$ cat config.mk
export PLATFORM = sky130hd
export DESIGN_NAME = rc_throttle_and_elevon_mixer
export DESIGN_NICKNAME = d
export VERILOG_FILES = /design/src/hw/rtl/rtem_pkg.sv /design/src/hw/rtl/rtem_muldiv.sv /design/src/hw/rtl/rc_throttle_and_elevon_mixer.sv
export VERILOG_INCLUDE_DIRS = /design/src /design/src/hw/rtl
export SDC_FILE = /design/constraint.sdc
export NUM_CORES = 2
export LEC_CHECK = 0
export ABC_AREA = 1
export BUFFER_PORTS_ARGS = -buffer_cell sky130_fd_sc_hd__buf_4
export CORE_MARGIN = 2
export CORE_UTILIZATION = 46
export CTS_CLUSTER_DIAMETER = 80
export DETAILED_ROUTE_END_ITERATION = 7
export HOLD_SLACK_MARGIN = 0.02
export SYNTH_ARGS = -nofsm -noshare
export SYNTH_HDL_FRONTEND = slang
export SYNTH_HIERARCHICAL = 1
export SYNTH_SLANG_ARGS = --single-unit
$ cat constraint.sdc
create_clock -name clk_i -period 6.07 [get_ports clk_i]
set_clock_uncertainty 0.1 [all_clocks]
set_input_delay 1.214 -clock clk_i [delete_from_list [all_inputs] [get_ports clk_i]]
set_output_delay 1.214 -clock clk_i [all_outputs]
set_load 0.02 [all_outputs]
$ cat src/hw/rtl/assert_macros.svh
// Assertion macros shared by the mixer RTL.
// Each macro expects clk_i and rst_ni to be visible in the including module.
`ifndef ASSERT_MACROS_SVH
`define ASSERT_MACROS_SVH

// Property checked on every rising clock edge outside reset.
`define RTEM_ASSERT(lbl, prop, msg) \
  lbl: assert property (@(posedge clk_i) disable iff (!rst_ni) (prop)) \
    else $error(msg);

// Condition that must never be true outside reset.
`define RTEM_ASSERT_NEVER(lbl, expr, msg) \
  `RTEM_ASSERT(lbl, !(expr), msg)

`endif

$ cat src/hw/rtl/rtem_pkg.sv
// Shared constants and types for the throttle and elevon mixer.
// No dependencies; used by rtem_muldiv and the top level.
`timescale 1ns / 1ps

package rtem_pkg;

  // Fixed field widths.
  localparam int unsigned CFG_W   = 12;  // configuration write data
  localparam int unsigned OUT_W   = 12;  // drive and status output fields
  localparam int unsigned LEVEL_W = 10;  // trigger readings
  localparam int unsigned AXIS_W  = 10;  // stick readings, signed
  localparam int unsigned DZ_W    = 10;  // deadzone register
  localparam int unsigned AMAX_W  = 9;   // axis_max register
  localparam int unsigned CIDX_W  = 3;   // configuration register index

  // Operand widths of the shared multiply-divide unit.
  localparam int unsigned A_W  = 12;     // multiplier operand, signed
  localparam int unsigned DV_W = 11;     // divisor, signed

  // Fixed operands of the throttle, brake and idle maps.
  localparam logic signed [DV_W-1:0] TRIG_SPAN = 11'sd1023;
  localparam logic signed [DV_W-1:0] IDLE_DIV  = 11'sd100;
  localparam logic signed [A_W-1:0]  IDLE_NUM  = 12'sd24;

  // Trigger selection codes; the unused code behaves as none.
  localparam logic [1:0] TRIG_NONE     = 2'd0;
  localparam logic [1:0] TRIG_THROTTLE = 2'd1;
  localparam logic [1:0] TRIG_BRAKE    = 2'd2;

  // Configuration register indexes.
  typedef enum logic [CIDX_W-1:0] {
    CFG_ESC_MIN   = 3'd0,
    CFG_ESC_MAX   = 3'd1,
    CFG_SERVO_MIN = 3'd2,
    CFG_SERVO_MAX = 3'd3,
    CFG_AXIS_DZ   = 3'd4,
    CFG_AXIS_MIN  = 3'd5,
    CFG_AXIS_MAX  = 3'd6
  } cfg_idx_e;

endpackage

$ cat src/hw/rtl/rtem_muldiv.sv
// Shared arithmetic unit: result = a * b / div + off, truncating toward zero.
// Uses rtem_pkg constants and assert_macros.svh.
`timescale 1ns / 1ps
`include "assert_macros.svh"

module rtem_muldiv #(
  parameter int unsigned OP_W = 14
) (
  input  logic                                      clk_i,
  input  logic                                      rst_ni,
  input  logic                                      start_i,
  input  logic signed [rtem_pkg::A_W-1:0]           a_i,
  input  logic signed [OP_W-1:0]                    b_i,
  input  logic signed [rtem_pkg::DV_W-1:0]          div_i,
  input  logic signed [OP_W-1:0]                    off_i,
  output logic                                      done_o,
  output logic signed [rtem_pkg::A_W+OP_W:0]        result_o
);

  localparam int unsigned P_W   = rtem_pkg::A_W + OP_W;
  localparam int unsigned R_W   = P_W + 1;
  localparam int unsigned DV_W  = rtem_pkg::DV_W;
  localparam int unsigned CNT_W = $clog2(P_W + 1);

  typedef enum logic [2:0] {
    A_IDLE,
    A_MUL,
    A_PREP,
    A_DIV,
    A_ADD
  } state_e;

  state_e                  state_q;
  logic signed [rtem_pkg::A_W-1:0] a_q;
  logic signed [OP_W-1:0]  b_q;
  logic signed [DV_W-1:0]  div_q;
  logic signed [OP_W-1:0]  off_q;
  logic signed [P_W-1:0]   prod_q;
  logic [P_W-1:0]          quo_q;
  logic [DV_W-1:0]         rem_q;
  logic [DV_W-1:0]         dmag_q;
  logic                    neg_q;
  logic                    zero_q;
  logic [CNT_W-1:0]        cnt_q;
  logic                    done_q;
  logic signed [R_W-1:0]   result_q;

  // One restoring division step: shift in the next quotient bit, subtract if it fits.
  logic [DV_W:0]           rem_sh;
  logic [DV_W:0]           rem_sub;
  logic                    fits;
  logic signed [R_W-1:0]   quo_s;
  logic signed [R_W-1:0]   quo_signed;

  assign rem_sh     = {rem_q, quo_q[P_W-1]};
  assign rem_sub    = rem_sh - {1'b0, dmag_q};
  assign fits       = (rem_sh >= {1'b0, dmag_q});
  assign quo_s      = $signed({1'b0, quo_q});
  assign quo_signed = neg_q ? -quo_s : quo_s;

  // Sequencer and datapath registers.
  always_ff @(posedge clk_i or negedge rst_ni) begin
    if (!rst_ni) begin
      state_q  <= A_IDLE;
      a_q      <= '0;
      b_q      <= '0;
      div_q    <= '0;
      off_q    <= '0;
      prod_q   <= '0;
      quo_q    <= '0;
      rem_q    <= '0;
      dmag_q   <= '0;
      neg_q    <= 1'b0;
      zero_q   <= 1'b0;
      cnt_q    <= '0;
      done_q   <= 1'b0;
      result_q <= '0;
    end else begin
      done_q <= 1'b0;
      case (state_q)
        A_IDLE: begin
          if (start_i) begin
            a_q     <= a_i;
            b_q     <= b_i;
            div_q   <= div_i;
            off_q   <= off_i;
            state_q <= A_MUL;
          end
        end
        A_MUL: begin
          prod_q  <= P_W'(a_q) * P_W'(b_q);
          state_q <= A_PREP;
        end
        A_PREP: begin
          quo_q   <= prod_q[P_W-1] ? P_W'(-prod_q) : P_W'(prod_q);
          dmag_q  <= div_q[DV_W-1] ? DV_W'(-div_q) : DV_W'(div_q);
          neg_q   <= prod_q[P_W-1] ^ div_q[DV_W-1];
          zero_q  <= (div_q == '0);
          rem_q   <= '0;
          cnt_q   <= CNT_W'(P_W);
          state_q <= A_DIV;
        end
        A_DIV: begin
          if (fits) begin
            rem_q <= rem_sub[DV_W-1:0];
          end else begin
            rem_q <= rem_sh[DV_W-1:0];
          end
          quo_q <= {quo_q[P_W-2:0], fits};
          cnt_q <= cnt_q - 1'b1;
          if (cnt_q == CNT_W'(1)) begin
            state_q <= A_ADD;
          end
        end
        A_ADD: begin
          // A zero span yields the low output end.
          if (zero_q) begin
            result_q <= R_W'(off_q);
          end else begin
            result_q <= quo_signed + R_W'(off_q);
          end
          done_q  <= 1'b1;
          state_q <= A_IDLE;
        end
        default: begin
          state_q <= A_IDLE;
        end
      endcase
    end
  end

  assign done_o   = done_q;
  assign result_o = result_q;

  `RTEM_ASSERT_NEVER(a_start_busy, start_i && (state_q != A_IDLE),
      "muldiv started while busy")
  `RTEM_ASSERT(a_done_pulse, done_q |=> !done_q, "muldiv done held for two cycles")
  `RTEM_ASSERT(a_rem_below, (state_q == A_DIV) && !zero_q |-> (rem_q < dmag_q),
      "division remainder not below divisor")

endmodule

$ cat src/hw/rtl/rc_throttle_and_elevon_mixer.sv
// Top level of the throttle and elevon mixer: sequencer, state and ports.
// Depends on rtem_pkg, rtem_muldiv and assert_macros.svh.
`timescale 1ns / 1ps
`include "assert_macros.svh"

// One controller sample per input word gives one result word. The engine
// flag toggles on a start event; the ESC drive follows the throttle, the
// brake or an idle level, and the two stick axes move the elevon servos.
// All maps run one after another through a single multiply and bit-serial
// divide unit, and an item runs up to three maps plus the sequencing steps
// (take, store, emit); no map runs when the engine is off and both axes
// sit in their deadzones. The input is not ready while an item is in work.
// The result word sits in an output register, so a pending result does not
// stop the next sample from being taken; an item that finishes while that
// register is still full waits in its emit step. Configuration writes are
// taken in any cycle and should only be issued while idle.
module rc_throttle_and_elevon_mixer #(
  parameter int unsigned DRIVE_BITS = 12
) (
  input  logic                                  clk_i,
  input  logic                                  rst_ni,
  // Configuration write channel
  input  logic                                  cfg_valid_i,
  output logic                                  cfg_ready_o,
  input  logic [rtem_pkg::CIDX_W-1:0]           cfg_index_i,
  input  logic [rtem_pkg::CFG_W-1:0]            cfg_data_i,
  // Input channel
  input  logic                                  in_valid_i,
  output logic                                  in_ready_o,
  input  logic                                  start_pressed_i,
  input  logic [1:0]                            trigger_choice_i,
  input  logic [rtem_pkg::LEVEL_W-1:0]          throttle_level_i,
  input  logic [rtem_pkg::LEVEL_W-1:0]          brake_level_i,
  input  logic signed [rtem_pkg::AXIS_W-1:0]    roll_axis_i,
  input  logic signed [rtem_pkg::AXIS_W-1:0]    pitch_axis_i,
  // Output channel
  output logic                                  out_valid_o,
  input  logic                                  out_ready_i,
  output logic                                  engine_running_o,
  output logic [rtem_pkg::OUT_W-1:0]            esc_drive_o,
  output logic [rtem_pkg::OUT_W-1:0]            speed_now_o,
  output logic                                  servo_update_o,
  output logic [rtem_pkg::OUT_W-1:0]            left_servo_drive_o,
  output logic [rtem_pkg::OUT_W-1:0]            right_servo_drive_o
);

  localparam int unsigned MAG_W = (DRIVE_BITS > 12) ? DRIVE_BITS : 12;
  localparam int unsigned B_W   = MAG_W + 2;
  localparam int unsigned P_W   = rtem_pkg::A_W + B_W;
  localparam int unsigned R_W   = P_W + 1;
  localparam int unsigned W_W   = R_W + 2;
  localparam int unsigned A_W   = rtem_pkg::A_W;
  localparam int unsigned DV_W  = rtem_pkg::DV_W;
  localparam int unsigned CFG_W = rtem_pkg::CFG_W;
  localparam int unsigned OUT_W = rtem_pkg::OUT_W;
  localparam logic signed [W_W-1:0] DRIVE_TOP = W_W'((1 << DRIVE_BITS) - 1);

  typedef enum logic [3:0] {
    S_IDLE,
    S_ESC,
    S_ESC_WAIT,
    S_PITCH,
    S_PITCH_WAIT,
    S_ROLL,
    S_ROLL_WAIT,
    S_STORE,
    S_EMIT
  } state_e;

  // Saturate a working value into the drive range.
  function automatic logic [DRIVE_BITS-1:0] sat_drive(input logic signed [W_W-1:0] v);
    logic [DRIVE_BITS-1:0] r;
    if (v < 0) begin
      r = '0;
    end else if (v > DRIVE_TOP) begin
      r = DRIVE_TOP[DRIVE_BITS-1:0];
    end else begin
      r = v[DRIVE_BITS-1:0];
    end
    return r;
  endfunction

  // Clamp, testing the low limit first.
  function automatic logic signed [W_W-1:0] limit(input logic signed [W_W-1:0] v,
                                                 input logic signed [W_W-1:0] lo,
                                                 input logic signed [W_W-1:0] hi);
    logic signed [W_W-1:0] r;
    if (v < lo) begin
      r = lo;
    end else if (v > hi) begin
      r = hi;
    end else begin
      r = v;
    end
    return r;
  endfunction

  // Fit a drive value onto a 12 bit output field.
  function automatic logic [OUT_W-1:0] fit_out(input logic [DRIVE_BITS-1:0] v);
    logic [MAG_W-1:0] wide;
    wide = MAG_W'(v);
    return wide[OUT_W-1:0];
  endfunction

  // Magnitude of a stick reading.
  function automatic logic [rtem_pkg::AXIS_W:0] abs_axis(
      input logic signed [rtem_pkg::AXIS_W-1:0] v);
    logic signed [rtem_pkg::AXIS_W:0] wide;
    wide = (rtem_pkg::AXIS_W + 1)'(v);
    return (wide < 0) ? (rtem_pkg::AXIS_W + 1)'(-wide) : (rtem_pkg::AXIS_W + 1)'(wide);
  endfunction

  // Configuration registers.
  logic [CFG_W-1:0]                     esc_min_q;
  logic [CFG_W-1:0]                     esc_max_q;
  logic [CFG_W-1:0]                     servo_min_q;
  logic [CFG_W-1:0]                     servo_max_q;
  logic [rtem_pkg::DZ_W-1:0]            axis_dz_q;
  logic signed [rtem_pkg::AXIS_W-1:0]   axis_min_q;
  logic [rtem_pkg::AMAX_W-1:0]          axis_max_q;

  assign cfg_ready_o = 1'b1;

  // Register writes; an index beyond the list is ignored.
  always_ff @(posedge clk_i or negedge rst_ni) begin
    if (!rst_ni) begin
      esc_min_q   <= 12'd0;
      esc_max_q   <= 12'd180;
      servo_min_q <= 12'd0;
      servo_max_q <= 12'd180;
      axis_dz_q   <= 10'd50;
      axis_min_q  <= -10'sd512;
      axis_max_q  <= 9'd511;
    end else if (cfg_valid_i) begin
      case (rtem_pkg::cfg_idx_e'(cfg_index_i))
        rtem_pkg::CFG_ESC_MIN:   esc_min_q   <= cfg_data_i;
        rtem_pkg::CFG_ESC_MAX:   esc_max_q   <= cfg_data_i;
        rtem_pkg::CFG_SERVO_MIN: servo_min_q <= cfg_data_i;
        rtem_pkg::CFG_SERVO_MAX: servo_max_q <= cfg_data_i;
        rtem_pkg::CFG_AXIS_DZ:   axis_dz_q   <= cfg_data_i[rtem_pkg::DZ_W-1:0];
        rtem_pkg::CFG_AXIS_MIN:  axis_min_q  <= $signed(cfg_data_i[rtem_pkg::AXIS_W-1:0]);
        rtem_pkg::CFG_AXIS_MAX:  axis_max_q  <= cfg_data_i[rtem_pkg::AMAX_W-1:0];
        default: ;
      endcase
    end
  end

  // Sequencer, state and result registers.
  state_e                              state_q;
  logic                                engine_q;
  logic [DRIVE_BITS-1:0]               speed_q;
  logic [DRIVE_BITS-1:0]               left_pos_q;
  logic [DRIVE_BITS-1:0]               right_pos_q;
  logic [DRIVE_BITS-1:0]               drive_q;
  logic [1:0]                          trig_q;
  logic [rtem_pkg::LEVEL_W-1:0]        thr_q;
  logic [rtem_pkg::LEVEL_W-1:0]        brk_q;
  logic signed [rtem_pkg::AXIS_W-1:0]  roll_q;
  logic signed [rtem_pkg::AXIS_W-1:0]  pitch_q;
  logic                                pitch_on_q;
  logic                                roll_on_q;
  logic signed [W_W-1:0]               left_w_q;
  logic signed [W_W-1:0]               right_w_q;
  logic                                out_valid_q;
  logic                                engine_out_q;
  logic [OUT_W-1:0]                    esc_out_q;
  logic [OUT_W-1:0]                    speed_out_q;
  logic                                upd_out_q;
  logic [OUT_W-1:0]                    left_out_q;
  logic [OUT_W-1:0]                    right_out_q;

  // Shared unit handshake.
  logic                                arith_start;
  logic signed [A_W-1:0]               arith_a;
  logic signed [B_W-1:0]               arith_b;
  logic signed [DV_W-1:0]              arith_div;
  logic signed [B_W-1:0]               arith_off;
  logic                                arith_done;
  logic signed [R_W-1:0]               arith_res;

  // Register values in signed working form.
  logic signed [B_W-1:0]  emin_s;
  logic signed [B_W-1:0]  emax_s;
  logic signed [B_W-1:0]  smin_s;
  logic signed [B_W-1:0]  smax_s;
  logic signed [B_W-1:0]  speed_s;
  logic signed [B_W-1:0]  half_s;
  logic signed [B_W-1:0]  twice_s;
  logic signed [DV_W-1:0] axis_span;
  logic signed [12:0]     sdiff;
  logic [12:0]            sdiff_abs;
  logic [11:0]            half;
  logic signed [W_W-1:0]  res_w;
  logic signed [W_W-1:0]  smin_w;
  logic signed [W_W-1:0]  smax_w;
  logic                   in_fire;
  logic                   engine_next;
  logic                   out_free;

  assign emin_s    = B_W'($signed({1'b0, esc_min_q}));
  assign emax_s    = B_W'($signed({1'b0, esc_max_q}));
  assign smin_s    = B_W'($signed({1'b0, servo_min_q}));
  assign smax_s    = B_W'($signed({1'b0, servo_max_q}));
  assign speed_s   = B_W'($signed({1'b0, speed_q}));
  assign sdiff     = 13'($signed({1'b0, servo_max_q})) - 13'($signed({1'b0, servo_min_q}));
  assign sdiff_abs = (sdiff < 0) ? 13'(-sdiff) : 13'(sdiff);
  assign half      = sdiff_abs[12:1];
  assign half_s    = B_W'($signed({1'b0, half}));
  assign twice_s   = B_W'($signed({1'b0, half, 1'b0}));
  assign axis_span = DV_W'($signed({2'b00, axis_max_q})) - DV_W'(axis_min_q);
  assign res_w     = W_W'(arith_res);
  assign smin_w    = W_W'(smin_s);
  assign smax_w    = W_W'(smax_s);

  assign in_ready_o  = (state_q == S_IDLE);
  assign in_fire     = in_valid_i && in_ready_o;
  assign engine_next = engine_q ^ start_pressed_i;
  assign out_free    = !out_valid_q || out_ready_i;

  // Operand selection for the job issued in this state.
  always_comb begin
    arith_start = 1'b0;
    arith_a     = '0;
    arith_b     = '0;
    arith_div   = '0;
    arith_off   = '0;
    case (state_q)
      S_ESC: begin
        arith_start = 1'b1;
        case (trig_q)
          rtem_pkg::TRIG_THROTTLE: begin
            arith_a   = A_W'($signed({1'b0, thr_q}));
            arith_b   = emax_s - emin_s;
            arith_div = rtem_pkg::TRIG_SPAN;
            arith_off = emin_s;
          end
          rtem_pkg::TRIG_BRAKE: begin
            arith_a   = A_W'($signed({1'b0, brk_q}));
            arith_b   = emin_s - speed_s;
            arith_div = rtem_pkg::TRIG_SPAN;
            arith_off = speed_s;
          end
          default: begin
            arith_a   = rtem_pkg::IDLE_NUM;
            arith_b   = emax_s - emin_s;
            arith_div = rtem_pkg::IDLE_DIV;
            arith_off = emin_s;
          end
        endcase
      end
      S_PITCH: begin
        arith_start = pitch_on_q;
        arith_a     = A_W'(pitch_q) - A_W'(axis_min_q);
        arith_b     = smax_s - smin_s;
        arith_div   = axis_span;
        arith_off   = smin_s;
      end
      S_ROLL: begin
        arith_start = roll_on_q;
        arith_a     = A_W'(roll_q) - A_W'(axis_min_q);
        arith_b     = twice_s;
        arith_div   = axis_span;
        arith_off   = -half_s;
      end
      default: ;
    endcase
  end

  rtem_muldiv #(
    .OP_W (B_W)
  ) u_muldiv (
    .clk_i    (clk_i),
    .rst_ni   (rst_ni),
    .start_i  (arith_start),
    .a_i      (arith_a),
    .b_i      (arith_b),
    .div_i    (arith_div),
    .off_i    (arith_off),
    .done_o   (arith_done),
    .result_o (arith_res)
  );

  always_ff @(posedge clk_i or negedge rst_ni) begin
    if (!rst_ni) begin
      state_q      <= S_IDLE;
      engine_q     <= 1'b0;
      speed_q      <= '0;
      left_pos_q   <= '0;
      right_pos_q  <= '0;
      drive_q      <= '0;
      trig_q       <= rtem_pkg::TRIG_NONE;
      thr_q        <= '0;
      brk_q        <= '0;
      roll_q       <= '0;
      pitch_q      <= '0;
      pitch_on_q   <= 1'b0;
      roll_on_q    <= 1'b0;
      left_w_q     <= '0;
      right_w_q    <= '0;
      out_valid_q  <= 1'b0;
      engine_out_q <= 1'b0;
      esc_out_q    <= '0;
      speed_out_q  <= '0;
      upd_out_q    <= 1'b0;
      left_out_q   <= '0;
      right_out_q  <= '0;
    end else begin
      // The emit step reloads the output register itself.
      if (out_valid_q && out_ready_i && (state_q != S_EMIT)) begin
        out_valid_q <= 1'b0;
      end
      case (state_q)
        // Take a sample and toggle the engine.
        S_IDLE: begin
          if (in_fire) begin
            trig_q     <= trigger_choice_i;
            thr_q      <= throttle_level_i;
            brk_q      <= brake_level_i;
            roll_q     <= roll_axis_i;
            pitch_q    <= pitch_axis_i;
            pitch_on_q <= abs_axis(pitch_axis_i) > {1'b0, axis_dz_q};
            roll_on_q  <= abs_axis(roll_axis_i) > {1'b0, axis_dz_q};
            engine_q   <= engine_next;
            if (engine_next) begin
              state_q <= S_ESC;
            end else begin
              drive_q <= sat_drive(W_W'(emin_s));
              state_q <= S_PITCH;
            end
          end
        end
        S_ESC: begin
          state_q <= S_ESC_WAIT;
        end
        S_ESC_WAIT: begin
          if (arith_done) begin
            speed_q <= sat_drive(res_w);
            drive_q <= sat_drive(res_w);
            state_q <= S_PITCH;
          end
        end
        // Pitch sets the left servo and mirrors it on the right.
        S_PITCH: begin
          if (pitch_on_q) begin
            state_q <= S_PITCH_WAIT;
          end else begin
            left_w_q  <= W_W'($signed({1'b0, left_pos_q}));
            right_w_q <= W_W'($signed({1'b0, right_pos_q}));
            state_q   <= S_ROLL;
          end
        end
        S_PITCH_WAIT: begin
          if (arith_done) begin
            left_w_q  <= res_w;
            right_w_q <= smax_w - res_w + smin_w;
            state_q   <= S_ROLL;
          end
        end
        // Roll is added on the right and taken from the left, then clamped.
        S_ROLL: begin
          state_q <= roll_on_q ? S_ROLL_WAIT : S_STORE;
        end
        S_ROLL_WAIT: begin
          if (arith_done) begin
            left_w_q  <= limit(left_w_q - res_w, smin_w, smax_w);
            right_w_q <= limit(right_w_q + res_w, smin_w, smax_w);
            state_q   <= S_STORE;
          end
        end
        S_STORE: begin
          if (pitch_on_q || roll_on_q) begin
            left_pos_q  <= sat_drive(left_w_q);
            right_pos_q <= sat_drive(right_w_q);
          end
          state_q <= S_EMIT;
        end
        // Load the result word once the output register is free.
        S_EMIT: begin
          if (out_free) begin
            out_valid_q  <= 1'b1;
            engine_out_q <= engine_q;
            esc_out_q    <= fit_out(drive_q);
            speed_out_q  <= fit_out(speed_q);
            upd_out_q    <= pitch_on_q || roll_on_q;
            left_out_q   <= fit_out(sat_drive(smax_w - W_W'($signed({1'b0, left_pos_q}))
                                              + smin_w));
            right_out_q  <= fit_out(right_pos_q);
            state_q      <= S_IDLE;
          end
        end
        default: begin
          state_q <= S_IDLE;
        end
      endcase
    end
  end

  assign out_valid_o         = out_valid_q;
  assign engine_running_o    = engine_out_q;
  assign esc_drive_o         = esc_out_q;
  assign speed_now_o         = speed_out_q;
  assign servo_update_o      = upd_out_q;
  assign left_servo_drive_o  = left_out_q;
  assign right_servo_drive_o = right_out_q;

  `RTEM_ASSERT(a_done_in_wait, arith_done |-> (state_q == S_ESC_WAIT ||
      state_q == S_PITCH_WAIT || state_q == S_ROLL_WAIT),
      "arithmetic result arrived outside a wait state")
  `RTEM_ASSERT(a_pos_hold, (state_q != S_STORE) |=> ($stable(left_pos_q) &&
      $stable(right_pos_q)), "servo positions changed outside the store step")
  `RTEM_ASSERT(a_out_hold, out_valid_q && !out_ready_i |=> (out_valid_q &&
      $stable(esc_out_q) && $stable(left_out_q) && $stable(right_out_q)),
      "result word changed while waiting")

endmodule

* Word level (Yosys, flattened, before mapping)
Cells that the tools add are included.
** Word-level totals
- ROM bits :: 0
- Latch bits :: 0
- Bits in writable memories :: 0
- Word-level logic and storage cells :: 213
- Flip-flop bits (word level) :: 446
- Memories :: 0
- Output and inout bits :: 53
** Operators by class
- Muxes and demuxes :: 62
- Add/sub/neg operators :: 23
- Divide/modulo/power cells :: 0
- Bitwise gates (word level) :: 2
- $lt $le $gt $ge :: 20
- Multiply operators :: 1
- Shifts and indexed selects :: 0
- Reduce and logical (&&, ||, !) cells :: 31
- Eq/ne operators :: 31
** Operators with widths (number)
- $mux W29 :: 10
- $pmux W29 S3 :: 2
- $mux W12 :: 14
- $pmux W14 S3 :: 2
- $sub A12 B12 Y13 :: 5
- $gt A29 B13 Y1 :: 2
- $gt A29 B13 Y1 const B :: 2
- $lt A29 B1 Y1 const B :: 2
- $lt A29 B13 Y1 :: 2
- $mux W27 :: 2
- $pmux W26 S2 :: 1
- $mux W11 :: 4
- $pmux W11 S2 :: 2
- $pmux W12 S3 :: 1
- $pmux W4 S9 :: 1
- $sub A10 B10 Y11 :: 3
- $add A28 B13 Y29 :: 1
- $add A29 B27 Y29 :: 1
- $sub A29 B27 Y29 :: 1
- $sub A13 B27 Y28 :: 1
- $add A27 B14 Y27 :: 1
- $gt A27 B13 Y1 const B :: 1
- $lt A27 B1 Y1 const B :: 1
- $neg A26 Y27 :: 1
- other kinds (56) :: 107

* Logic depth before layout (Yosys ltp)
- Depth in word-level cells :: 6
- Gate-level depth with buffers :: 27
- Gate-level depth less buffers :: 26

* Hierarchy
The synthesis kept the hierarchy.
** By module, submodules not included
- rc_throttle_and_elevon_mixer :: seq. area each 7108.1 µm², cells each 3567, times used 1, area an instance 24205.7 µm²
- rtem_muldiv :: seq. area each 4078.9 µm², cells each 2110, times used 1, area an instance 16493.3 µm²

* Worst setup path after synthesis
No wires, ideal clock.
- Path type :: reg2reg
- Start point :: register u_muldiv/a_q[10] (netlist bit)
- End point :: register u_muldiv.prod_q[20]
- Buffers on the path :: 1
- Setup time :: 0.118 ns
- Period minus slack after synthesis :: 5.009 ns
- Path slack :: 1.061 ns
- Arrival time :: 4.791 ns
- Cell stages (with the launch flop) :: 20
- Path through :: dfrtp_1 clkbuf_1 nand2_1 fa_1 fa_1 inv_1 fa_1 fa_1 inv_1 fa_1 inv_1 ha_1 a21o_1 nor2_1 nand2_1 a21oi_1 o21bai_1 or2_1 nand3_1 nand2_1
** Between the ends
- Word-level cells in the longest chain between the ends :: 1
** Ends and longest elaborated chain
- from (decl) :: RTL line rtem_muldiv.sv:34 : logic signed [rtem_pkg::A_W-1:0] a_q;
- from (signal assigned) :: RTL line rtem_muldiv.sv:83 : a_q <= a_i;
- $mul A12 B14 Y26 :: RTL line rtem_muldiv.sv:91 : prod_q <= P_W'(a_q) * P_W'(b_q);
- to (signal assigned) :: RTL line rtem_muldiv.sv:91
- to (decl) :: RTL line rtem_muldiv.sv:38 : logic signed [P_W-1:0] prod_q;
No other way between the ends.
A chain may end at the register's enable or synchronous reset.

* Final worst setup path
- Start point :: register u_muldiv/a_q[3] (netlist bit)
- End point :: register u_muldiv.prod_q[23]
The elaborated chain is that of the path after synthesis.

==> results <==
- The synthesized netlist occupies a cell area of 0.04070 mm^2.
- The total of endpoints with negative setup slack in the final report is 0.
- Once detail routing completed, the nets flagged for antenna violations numbered 0.
- The average cell area after synthesis is 7.169 um^2.
- The fraction of synthesized cell area taken by the top area cell type is 0.2613.
- The share of layout cells above drive strength 1 is 0.07531.
- The register area share after synthesis is 0.2749.
- The number of global-route vias before repair is 36,380.
- The clock latency on the worst-skew pair is 0.64 ns.
- Buffers inserted to repair hold after CTS numbered 0.
- Data on the critical path is required at its endpoint by 6.47 ns.
- Data arrives at the worst endpoint at 5.96 ns.
- Global routing finished with a remaining overflow of 0.
- From synthesis to final layout, the design area changed by 9.727%.
- The pin count of the biggest net entering global routing is 130.
- For the final routed database, the setup TNS stands at 0 ns.
- Setup repair after global routing left no endpoint under its margin.
- The die is 301.5 um wide.
- Counting flops with a built-in enable in the synthesized netlist gives 0.
- The worst setup path is captured at a register.
- Traced cell by cell, the critical path runs through nand2_1 > fa_1 > inv_1 > fa_1 > fa_1 > fa_1 > inv_1 > fa_1 > inv_1 > ha_1 > nand2_1 > nor4_1 > nand4_1 > nand3_1 > nand2_1 > nand3_1 > o21ai_0.
- The initial cell density of the core is 0.4627.
- The synthesized instance count is 5,677.
- For this run, asynchronously set or reset flops after synthesis account for 1.000.
- The pre-antenna-repair detailed-routing pass consisted of 6 iterations.
- The first-pass GRT wire length is 199.5 mm.
- In this run the core area contains 109 standard-cell rows.
- Along the worst path, the maximum fanout reaches 15.
- The met3 track utilization from global routing is 0.02622.
- The slowest stage of the critical path belongs to the cell sky130_fd_sc_hd__dfrtp_1.
- At the pin with the least slew margin, the transition time is 1.062 ns.
- Synthesis produced a netlist with a net count of 6,239.
- The via density per instance is 5.352.
- Buffers added to address setup during post-CTS repair amount to 0.
- The tool flagged a number of max-cap violations equal to 0.
- The initial antenna violation count came to 4.
- The number of vias in the routed layout is 37,080.
- Clock-pin slew was measured on the worst setup and hold paths at 0.06 ns.
- In this run the tightest slew margin relative to its limit is 0.2848.
- The run finished with clean final reports.
- The critical path buffer and inverter count is 3.
- The CTS sink count is 446.
- The total clock buffers created by CTS is 54.
- After the first detailed-routing iteration, the DRC count stood at 2,440.
- The core region is 0.08797 mm^2.
- The routability-driven placement congestion ratio is 0.9344.
- The final-layout fill cell count is 8,941.
- The number of slew-limit violations in the final report came to 0.
- The CTS H-tree depth is 2.
- The synthesized design spends more area on one cell type than any other, namely sky130_fd_sc_hd__dfrtp_1.
- The path type of the worst min-delay path is reg -> reg.
- The boundary pin count is 116.
- The area enclosed by the die boundary is 0.09087 mm^2.
- The most used flip-flop cell after synthesis is sky130_fd_sc_hd__dfrtp_1.
- The total count of hold-check failures in the final report was 0.
- Grouping stages by cell kind, the critical path spends the most delay in adder cells.
- For this run, design rule violations remaining after detail routing come to 0.
- After detailed routing, the average wire length per cell comes to 18.09 um.
- Sorting the synthesized cells by area gives the leading types as sky130_fd_sc_hd__dfrtp_1, sky130_fd_sc_hd__nand2_1, sky130_fd_sc_hd__ha_1, sky130_fd_sc_hd__fa_1, sky130_fd_sc_hd__inv_1.
- Counting I/O delays and the setup requirement, the final critical path takes 5.563 ns.
- The delay of the slowest cell on the worst path is 0.70 ns.
- Dividing the final minimum period by the clock period gives 0.9164.
- The vertical die dimension is 301.5 um.
- Once the clock tree was built, the resizer swapped 0 gates to a different size.
- In this run the most used layer during global routing was met2.
- Timing would allow up to 179.8 MHz.
- During placement, the flow inserted port buffers numbering 114.
- The met2 demand-to-capacity share in global routing is 0.4926.
- The critical path startpoint category is a register.
- The kind of critical path is reg -> reg.
- The aggregate routed wire length is 125.4 mm.
- CTS placed an instance of sky130_fd_sc_hd__clkbuf_16 at the clock tree root.
- Counting stages on the worst path, the most repeated cell is sky130_fd_sc_hd__fa_1.
- After synthesis the netlist holds a flip-flop and latch count of 446.
- Counting along the longest clock path gives a buffer depth of 3.
- The count of cell types in the netlist is 73.
- For met1 alone, demand over resource in global routing was 0.3566.
- The number of nets in the layout is 6,281.
- Detailed placement finished with a half-perimeter wire length of 98.69 mm.
- The clock tree from TritonCTS is built.
- The Yosys step of the flow raised 6 warnings.
- The combined global-route utilization of all metal layers is 0.2774.
-- Yosys cell counts (19+ instances only) --
cell type / n
sky130_fd_sc_hd__ha_1: 318
sky130_fd_sc_hd__nor3_1: 50
sky130_fd_sc_hd__a21oi_1: 295
sky130_fd_sc_hd__clkbuf_1: 125
sky130_fd_sc_hd__fa_1: 181
sky130_fd_sc_hd__nor2_1: 443
sky130_fd_sc_hd__nand2_1: 1434
sky130_fd_sc_hd__o211ai_1: 43
sky130_fd_sc_hd__o21ai_0: 441
sky130_fd_sc_hd__o221ai_1: 29
sky130_fd_sc_hd__dfstp_2: 21
sky130_fd_sc_hd__inv_1: 949
sky130_fd_sc_hd__inv_2: 23
sky130_fd_sc_hd__dfrtp_1: 425
sky130_fd_sc_hd__a221oi_1: 19
sky130_fd_sc_hd__nand4_1: 79
sky130_fd_sc_hd__nand3_1: 260
sky130_fd_sc_hd__xor2_1: 117
sky130_fd_sc_hd__buf_2: 20
sky130_fd_sc_hd__mux2_2: 39
sky130_fd_sc_hd__o21ai_1: 19
sky130_fd_sc_hd__o21bai_1: 21
sky130_fd_sc_hd__or2_2: 25
sky130_fd_sc_hd__xnor2_1: 37
sky130_fd_sc_hd__o31ai_1: 21
-- worst paths after layout --
kind,start,to,slack [ns],depth (start not counted)
max reg2reg,u_muldiv/a_q[3]$_DFFE_PN0P_,u_muldiv/prod_q[23]$_DFFE_PN0P_,0.51,17
max,u_muldiv/a_q[3]$_DFFE_PN0P_,u_muldiv/prod_q[23]$_DFFE_PN0P_,0.51,17
min,brk_q[9]$_DFFE_PN0P_,brk_q[9]$_DFFE_PN0P_,0.37,2
max in group asynchronous,rst_ni,u_muldiv/prod_q[19]$_DFFE_PN0P_,4.09,2
min in group asynchronous,rst_ni,left_servo_drive_o[5]$_DFFE_PN0P_,0.52,1
min reg2reg,brk_q[9]$_DFFE_PN0P_,brk_q[9]$_DFFE_PN0P_,0.37,2
-- layer usage --
metal / up-vias / routed length [um] / share of wire
li1: 18300 / - / -
met1: 17660 / 54280 / 0.43
met2: 914 / 61460 / 0.49
met3: 215 / 5680 / 0.045
met4: 2 / 3928 / 0.031
met5: - / 13 / 0.00010
-- worst register-to-register path, cell delays in order (launching register included) --
cell and delay (ns):
sky130_fd_sc_hd__dfrtp_1 0.70, sky130_fd_sc_hd__nand2_1 0.24, sky130_fd_sc_hd__fa_1 0.51, sky130_fd_sc_hd__inv_1 0.23, sky130_fd_sc_hd__fa_1 0.49, sky130_fd_sc_hd__fa_1 0.53
sky130_fd_sc_hd__fa_1 0.55, sky130_fd_sc_hd__inv_1 0.06, sky130_fd_sc_hd__fa_1 0.53, sky130_fd_sc_hd__inv_1 0.04, sky130_fd_sc_hd__ha_1 0.36, sky130_fd_sc_hd__nand2_1 0.14
sky130_fd_sc_hd__nor4_1 0.44, sky130_fd_sc_hd__nand4_1 0.21, sky130_fd_sc_hd__nand3_1 0.11, sky130_fd_sc_hd__nand2_1 0.05, sky130_fd_sc_hd__nand3_1 0.06, sky130_fd_sc_hd__o21ai_0 0.07
-- layout by cell type, fill, tap and decap left out, drive strengths merged, types with 4 or more instances in the layout --
master     n
nor4      14
a21boi     9
dfrtp    425
o21ai    467
or2       28
bufinv    12
buf      148
a31oi     15
a32oi      4
dfstp     21
mux2      39
fa       181
a21o      14
a22o       8
o221ai    29
nand2   1453
xor2     118
nand3    264
clkinv    20
o31ai     23
inv      977
o22ai     18
a221oi    19
and2      11
nor2     460
clkbuf    70
o21a       6
a211oi     6
ha       318
nor3      58
nand3b    18
o211ai    43
a21oi    310
o21bai    21
nand4     79
xnor2     38
-- sequential cells by signal, summed over array words and instances (netlist names), 14 cells and up --
| signal | count |
|---|---|
| right_w_q | 29 |
| u_muldiv/b_q | 14 |
| u_muldiv/quo_q | 26 |
| u_muldiv/prod_q | 26 |
| left_w_q | 29 |
| u_muldiv/result_o | 27 |
| u_muldiv/off_q | 14 |
-- cells by family (layout without fill, tap and decap cells) --
logic type,count (synthesis),in the layout,synth area share
AO/OA/AOI/OAI,1004,1004,0.1413
XOR/XNOR,156,156,0.03394
other,1,2,0.00009214
AND/OR/NAND/NOR,2389,2389,0.2449
adder cells (fa/ha/maj),499,499,0.1868
multiplexers,40,40,0.01104
flip-flops,446,446,0.2749
buffers and inverters,1142,1228,0.1070
-- metrics by stage --
stage	std cells	instance area [um^2]	setup WS, ns	hold WS (ns)	util
floorplan	5677	40700	1.061	0.3422	-
global placement	6828	42650	0.6355	0.3582	0.4849
detailed placement	6828	42650	0.5425	0.3603	0.4849
CTS	6928	44660	0.5003	0.3758	0.5076
global route	6929	44660	0.2138	0.3962	0.5077
finish	6929	44660	0.5072	0.3729	0.5077
-- final cells by class --
cell class,count,area (um^2),share of cell area
Antenna cell,1,2.502,0.00005604
Clock buffer,70,1481,0.03317
Timing Repair Buffer,148,1144,0.02561
Sequential cell,446,11190,0.2505
Multi-Input combinational cell,4089,25190,0.5640
Inverter,980,3681,0.08243
Clock inverter,30,519.2,0.01163
Tap cell,1165,1458,0.03264
Power is left out: the tool's default activity adds up to more than one toggle a clock period on the data nets, which glitch-free logic cannot reach.
